## src/design/gsp_pkg.sv

```systemverilog
// Package for the growing slot pool: default sizes, command codes and
// controller state encoding. No dependencies.
`default_nettype none

package gsp_pkg;

    localparam int SLOTS_DEF      = 64;
    localparam int VALUE_BITS_DEF = 32;
    localparam int CMD_BITS       = 2;
    localparam int VALUE_PORT_W   = 32;
    localparam int COUNT_PORT_W   = 7;

    typedef enum logic [CMD_BITS-1:0] {
        CMD_INSERT = 2'd0,
        CMD_REMOVE = 2'd1,
        CMD_MATCH  = 2'd2,
        CMD_NOP    = 2'd3
    } cmd_t;

    typedef enum logic [1:0] {
        S_IDLE = 2'b01,
        S_SCAN = 2'b10
    } state_t;

endpackage

`default_nettype wire

```

## src/design/gsp_mem.sv

```systemverilog
// Slot store of the growing slot pool: one write port, one read port with
// registered read data. Depends on nothing.
`default_nettype none

module gsp_mem #(
    parameter int DEPTH = 64,
    parameter int WIDTH = 32
) (
    input  wire logic                     clk,
    input  wire logic                     we,
    input  wire logic [$clog2(DEPTH)-1:0] waddr,
    input  wire logic [WIDTH-1:0]         wdata,
    input  wire logic                     re,
    input  wire logic [$clog2(DEPTH)-1:0] raddr,
    output logic      [WIDTH-1:0]         rdata
);

    logic [WIDTH-1:0] mem [DEPTH];

    always_ff @(posedge clk)
    begin
        if (we)
        begin
            mem[waddr] <= wdata;
        end
    end

    always_ff @(posedge clk)
    begin
        if (re)
        begin
            rdata <= mem[raddr];
        end
    end

endmodule

`default_nettype wire

```

## src/design/growing_slot_pool_unit.sv

```systemverilog
// Growing slot pool top level: command sequencer around the slot store.
// Depends on gsp_pkg and gsp_mem.
//
// Usage:
//   Raise start with command and value; the beat is taken when busy is low.
//   Insert fills the first empty allocated slot or appends a new one,
//   remove empties the first occupied slot, remove-match clears every
//   allocated slot equal to value. Each command gives one result, shown for
//   a single cycle while done is high; the receiver cannot stall it.
// Scan:
//   The sequencer walks the allocated slots in order, one memory read per
//   cycle, with registered read data. Insert and remove stop at the first
//   hit; without one they walk every allocated slot. Remove-match walks
//   every allocated slot. The unused command code answers without a scan.
//   A new command is taken in the cycle done is high.
// Reset:
//   One empty slot allocated and none occupied. No clearing pass: slots above
//   the allocated count are written before they are read, and slot zero reads
//   as empty until first written.
`default_nettype none

module growing_slot_pool_unit
    import gsp_pkg::*;
#(
    parameter int SLOTS      = SLOTS_DEF,
    parameter int VALUE_BITS = VALUE_BITS_DEF
) (
    input  wire logic                    clk,
    input  wire logic                    rst_n,
    input  wire logic                    start,
    output logic                         busy,
    input  wire logic [CMD_BITS-1:0]     command,
    input  wire logic [VALUE_PORT_W-1:0] value,
    output logic                         done,
    output logic                         status,
    output logic [VALUE_PORT_W-1:0]      removed_value,
    output logic [COUNT_PORT_W-1:0]      match_count,
    output logic [COUNT_PORT_W-1:0]      occupied_count,
    output logic [COUNT_PORT_W-1:0]      allocated_count
);

    localparam int IDX_W = $clog2(SLOTS);
    localparam int CNT_W = $clog2(SLOTS + 1);

    state_t                state_reg, state_next;
    cmd_t                  cmd_reg, cmd_next;
    logic [VALUE_BITS-1:0] val_reg, val_next;
    logic [CNT_W-1:0]      rd_idx_reg, rd_idx_next;
    logic                  dv_reg, dv_next;
    logic [IDX_W-1:0]      d_idx_reg, d_idx_next;
    logic [CNT_W-1:0]      alloc_reg, alloc_next;
    logic [CNT_W-1:0]      occ_reg, occ_next;
    logic [CNT_W-1:0]      matches_reg, matches_next;
    logic                  slot0_wr_reg, slot0_wr_next;
    logic                  done_reg, done_next;
    logic                  status_reg, status_next;
    logic [VALUE_BITS-1:0] removed_reg, removed_next;

    logic                  mem_we;
    logic [IDX_W-1:0]      mem_waddr;
    logic [VALUE_BITS-1:0] mem_wdata;
    logic                  mem_re;
    logic [VALUE_BITS-1:0] mem_rdata;
    logic                  rd_en;
    logic [VALUE_BITS-1:0] slot_data;
    logic                  val_nz;

    gsp_mem #(
        .DEPTH (SLOTS),
        .WIDTH (VALUE_BITS)
    ) u_mem (
        .clk   (clk),
        .we    (mem_we),
        .waddr (mem_waddr),
        .wdata (mem_wdata),
        .re    (mem_re),
        .raddr (rd_idx_reg[IDX_W-1:0]),
        .rdata (mem_rdata)
    );

    assign rd_en     = (state_reg == S_SCAN) && (rd_idx_reg < alloc_reg);
    assign slot_data = ((d_idx_reg == '0) && !slot0_wr_reg) ? '0 : mem_rdata;
    assign val_nz    = (val_reg != '0);

    always_comb
    begin
        state_next    = state_reg;
        cmd_next      = cmd_reg;
        val_next      = val_reg;
        rd_idx_next   = rd_idx_reg;
        dv_next       = dv_reg;
        d_idx_next    = d_idx_reg;
        alloc_next    = alloc_reg;
        occ_next      = occ_reg;
        matches_next  = matches_reg;
        slot0_wr_next = slot0_wr_reg;
        done_next     = 1'b0;
        status_next   = status_reg;
        removed_next  = removed_reg;
        mem_we        = 1'b0;
        mem_waddr     = d_idx_reg;
        mem_wdata     = '0;
        mem_re        = 1'b0;

        unique case (state_reg)
            S_IDLE:
            begin
                if (start)
                begin
                    cmd_next     = cmd_t'(command);
                    val_next     = VALUE_BITS'(value);
                    rd_idx_next  = '0;
                    dv_next      = 1'b0;
                    matches_next = '0;
                    status_next  = 1'b0;
                    removed_next = '0;
                    if (cmd_t'(command) == CMD_NOP)
                    begin
                        done_next = 1'b1;
                    end
                    else
                    begin
                        state_next = S_SCAN;
                    end
                end
            end
            S_SCAN:
            begin
                mem_re  = rd_en;
                dv_next = rd_en;
                if (rd_en)
                begin
                    rd_idx_next = rd_idx_reg + CNT_W'(1);
                    d_idx_next  = rd_idx_reg[IDX_W-1:0];
                end
                if (dv_reg)
                begin
                    unique case (cmd_reg)
                        CMD_INSERT:
                        begin
                            if (slot_data == '0)
                            begin
                                mem_we     = 1'b1;
                                mem_wdata  = val_reg;
                                occ_next   = occ_reg + CNT_W'(val_nz);
                                done_next  = 1'b1;
                                state_next = S_IDLE;
                            end
                        end
                        CMD_REMOVE:
                        begin
                            if (slot_data != '0)
                            begin
                                mem_we       = 1'b1;
                                removed_next = slot_data;
                                occ_next     = occ_reg - CNT_W'(1);
                                done_next    = 1'b1;
                                state_next   = S_IDLE;
                            end
                        end
                        CMD_MATCH:
                        begin
                            if (slot_data == val_reg)
                            begin
                                mem_we       = 1'b1;
                                matches_next = matches_reg + CNT_W'(1);
                                occ_next     = occ_reg - CNT_W'(val_nz);
                            end
                        end
                        default:
                        begin
                        end
                    endcase
                end
                else if (!rd_en)
                begin
                    if (cmd_reg == CMD_INSERT)
                    begin
                        if (alloc_reg < CNT_W'(SLOTS))
                        begin
                            mem_we     = 1'b1;
                            mem_waddr  = alloc_reg[IDX_W-1:0];
                            mem_wdata  = val_reg;
                            alloc_next = alloc_reg + CNT_W'(1);
                            occ_next   = occ_reg + CNT_W'(val_nz);
                        end
                        else
                        begin
                            status_next = 1'b1;
                        end
                    end
                    done_next  = 1'b1;
                    state_next = S_IDLE;
                end
            end
            default:
            begin
                state_next = S_IDLE;
            end
        endcase

        if (mem_we && (mem_waddr == '0))
        begin
            slot0_wr_next = 1'b1;
        end
    end

    always_ff @(posedge clk or negedge rst_n)
    begin
        if (!rst_n)
        begin
            state_reg    <= S_IDLE;
            dv_reg       <= 1'b0;
            alloc_reg    <= CNT_W'(1);
            occ_reg      <= '0;
            slot0_wr_reg <= 1'b0;
            done_reg     <= 1'b0;
        end
        else
        begin
            state_reg    <= state_next;
            dv_reg       <= dv_next;
            alloc_reg    <= alloc_next;
            occ_reg      <= occ_next;
            slot0_wr_reg <= slot0_wr_next;
            done_reg     <= done_next;
        end
    end

    always_ff @(posedge clk)
    begin
        cmd_reg     <= cmd_next;
        val_reg     <= val_next;
        rd_idx_reg  <= rd_idx_next;
        d_idx_reg   <= d_idx_next;
        matches_reg <= matches_next;
        status_reg  <= status_next;
        removed_reg <= removed_next;
    end

    assign busy            = (state_reg != S_IDLE);
    assign done            = done_reg;
    assign status          = status_reg;
    assign removed_value   = VALUE_PORT_W'(removed_reg);
    assign match_count     = COUNT_PORT_W'(matches_reg);
    assign occupied_count  = COUNT_PORT_W'(occ_reg);
    assign allocated_count = COUNT_PORT_W'(alloc_reg);

`ifndef NO_ASSERTIONS
    a_occ_bound: assert property (@(posedge clk) disable iff (!rst_n)
        occ_reg <= alloc_reg)
        else $error("occupied count exceeds allocated count");

    a_alloc_range: assert property (@(posedge clk) disable iff (!rst_n)
        (alloc_reg >= CNT_W'(1)) && (alloc_reg <= CNT_W'(SLOTS)))
        else $error("allocated count out of range");

    a_write_in_scan: assert property (@(posedge clk) disable iff (!rst_n)
        mem_we |-> (state_reg == S_SCAN))
        else $error("slot write outside a scan");

    a_start_busy: assert property (@(posedge clk) disable iff (!rst_n)
        (start && !busy && (command != CMD_NOP)) |=> (busy && !done))
        else $error("accepted command did not enter the scan");
`endif

endmodule

`default_nettype wire
```

## config.mk

```make
export PLATFORM = sky130hd
export DESIGN_NAME = growing_slot_pool_unit
export DESIGN_NICKNAME = d
export VERILOG_FILES = /design/src/design/gsp_pkg.sv /design/src/design/gsp_mem.sv /design/src/design/growing_slot_pool_unit.sv
export SDC_FILE = /design/constraint.sdc
export NUM_CORES = 2
export LEC_CHECK = 0
export ABC_AREA = 1
export ABC_CLOCK_PERIOD_IN_PS = 8890
export BUFFER_PORTS_ARGS = -buffer_cell sky130_fd_sc_hd__buf_2
export CAP_MARGIN = 30
export CORE_MARGIN = 1
export CORE_UTILIZATION = 60
export DETAILED_ROUTE_END_ITERATION = 6
export PLACE_DENSITY = 0.76
export SLEW_MARGIN = 0
export SYNTH_ARGS = -nofsm -noshare
export SYNTH_HDL_FRONTEND = slang
export SYNTH_HIERARCHICAL = 1
export SYNTH_SLANG_ARGS = --single-unit
```

## constraint.sdc

```tcl
create_clock -name clk -period 8.89 [get_ports clk]
set_clock_uncertainty 0.05 [all_clocks]
set_input_delay 1.778 -clock clk [delete_from_list [all_inputs] [get_ports clk]]
set_output_delay 1.778 -clock clk [all_outputs]
set_load 0.02 [all_outputs]
```

==> reports/metrics.cfg <==
[status]
status = finished, violations left
violations = DRC

[logic_synthesis]
synthCells = 7485
syn_area_per_cell_um2 = 11.9
synth-seq-area-share_pct = 73.4
synth.net_count = 7542
synth.cell_area_um2 = 89300
synth_seq_cells = 2186
yosysWarnings = 6
synth_cell_types = 40

[worst_setup_path]
required_ns = 9.56
end_kind = flip-flop
cp.arrival_ns = 5.75
timing.rr.start = rd_idx_reg[0]$_SDFFCE_PN0P_
reg2reg_to = u_mem/rdata[29]$_DFFE_PP_
worst-path-max-fanout = 221
rrSetupSlack_ns = 3.81
cp-start-kind = flip-flop
r2r_cells = 11
crit_type = flip-flop to flip-flop

[sta]
slew_violations = 0
final.min_clock_period_ns = 5.08
finalHoldViolCount = 0
rsz0062_at_grt = false
worst_pin_slew_ns = 1.24
fin_setup_tns_ns = 0
max_freq_mhz = 197
setup_slack_ns = 3.81
setup_viol = 0
timing.final.crit_share_pct = 57.2
hold-worst-slack_ns = 0.414
max-slew-margin-rel_pct = 17.6

[place]
dp_cells = 9177
gp_congestion = 0.960
dp_hpwl_um = 137000
place_area_um2 = 92500
port-buffer-count = 92
dp_slack_ns = 3.76

[detailed_routing]
ant_nets = 0
dr.pass1.iters = 7
routed_wl_um = 247000
wl_per_cell_um = 25.8
drc = 1
drt_first_iter_violations = 9723
routed_via_density = 6.36
num_vias = 60946

[worst_hold_path]
whs_path_depth = 2
min_to = slot0_wr_reg$_DFFE_PN0P_
hp-start = slot0_wr_reg$_DFFE_PN0P_
hold_path.class = flip-flop to flip-flop

[layout]
design_area_um2 = 99400
stdcell_count = 9583
synthToLayoutAreaGrowth_pct = 11.4
largest_reg_flops = 2048
register_area_um2 = 65600
fin_nets = 7528
drive_above_1_share_pct = 8.58
fill_cells = 9866
fin_util_pct = 67.3
regMostFlops = u_mem/mem
multi_input_area_um2 = 21600

[cts]
cts_made_buffers = 210
cts_hold_buf = 0
cts_root_buffer = clkbuf_16
postCtsSetupBuffers = 0
path_clk_slew_ns = 0.06
cts_tree = done
htreeDepth = 4
cts_resized = 0
clockBufferDepth = 3
clkLatencyLatePin_ns = 0.85
cts_sinks = 2186

[die]
die_area_um2 = 150000
start_util_pct = 60.5
coreArea_um2 = 148000
die_w_um = 388
chipHeight_um = 388
rows = 141
pin_count = 93

[power]
p_total_mw = 29.5
p_leak_nw = 36.3
ir_drop_v = 0.000277
powerDensity_nw_per_um2 = 296

[run]
cap_viol_max_count = 0

[grt]
groute.usage.overall_pct = 32.6
grt_antenna_before_repair = 6
grt_pass1_vias = 57647
grt_pass1_wl_um = 363000
grt_overflow = 0
grt_start_max_net_pins = 242

-- worst max path at each step --
stage	slack (ns)	to	from	cells past startpoint
CTS	3.64	u_mem/mem[39][19]$_DFFE_PP_	d_idx_reg[2]$_DFFE_PP_	18
detailed placement	3.76	u_mem/mem[39][12]$_DFFE_PP_	d_idx_reg[3]$_DFFE_PP_	18
global route	3.60	u_mem/mem[41][20]$_DFFE_PP_	rd_idx_reg[2]$_SDFFCE_PN0P_	15
finish	3.81	u_mem/rdata[29]$_DFFE_PP_	rd_idx_reg[0]$_SDFFCE_PN0P_	11
global placement	3.66	u_mem/mem[55][1]$_DFFE_PP_	d_idx_reg[2]$_DFFE_PP_	18
floorplan	3.87	u_mem/mem[56][0]$_DFFE_PP_	allocated_count[4]$_DFFE_PN0P_	12
-- cell usage in the layout (no fill, tap or decap), types with 56 or more instances in the layout --
cell,count
buf_2,92
buf_4,80
clkbuf_1,56
clkbuf_16,216
clkinv_1,56
edfxtp_1,2167
inv_1,111
nand2_1,2421
nand3_1,1969
nor2_1,83
nor2_4,66
-- cells in the mapped netlist, drive strengths merged --
master | number | area share, %
nor3 | 44 | 0.41
xor2 | 8 | 0.078
o21ai | 33 | 0.20
nand4 | 21 | 0.15
clkbuf | 81 | 0.34
o211ai | 1 | 0.0084
edfxtp | 2167 | 73
a21oi | 15 | 0.084
ha | 20 | 0.28
nand3 | 1970 | 11
buf | 385 | 2.4
nor3b | 1 | 0.0084
o31ai | 1 | 0.0084
clkinv | 1 | 0.0042
nor2 | 152 | 0.66
nor4 | 5 | 0.042
o2111ai | 1 | 0.0098
inv | 121 | 0.51
o21a | 1 | 0.0084
dfrtp | 17 | 0.48
dfstp | 2 | 0.059
xnor2 | 3 | 0.029
a211oi | 1 | 0.014
nand2 | 2434 | 10
-- worst max-delay path, cell delays in order, from the launching register on --
cell and delay (ns):
edfxtp_1 0.78, buf_12 0.78, buf_4 0.80, buf_4 0.88, nand2_1 0.12, nand3_1 0.15
nand3_1 0.14, nand3_1 0.19, nand3_1 0.30, nand2_1 0.29, nand2_1 0.10, nand2_1 0.09
-- per-layer routing --
metal	vias up	GRT usage [%]	share of wire (%)
li1	26485	-	-
met1	29505	44.5	36
met2	4258	49.6	46
met3	694	7.76	13
met4	4	16.1	5.2
met5	-	0	0.013
-- power by group --
group	leakage (nW)	switching, mW	internal [mW]
Clock	3.28	3.79	5.00
Combinational	11.8	6.65	2.07
Sequential	21.2	0.166	11.8
Total	36.3	10.6	18.8
-- cells by family after synthesis --
group	Yosys count	share of synthesized area [%]
AOI/OAI and AO/OA	53	0.335
xor gates and xnor gates	11	0.108
adders and majority gates	20	0.280
buffers and inverters	588	3.21
DFF	2186	73.4
and+or+nand+nor	4627	22.6
-- area by class of cell --
type	instances	share of cell area (%)
Sequential cell	2186	65.9
Multi-Input combinational cell	4711	21.7
Clock buffer	273	5.66
Timing Repair Buffer	240	2.70
Tap cell	1930	2.43
Clock inverter	118	1.11
Inverter	122	0.497
Antenna cell	3	0.00755
Power figures use the tool's default switching activity.
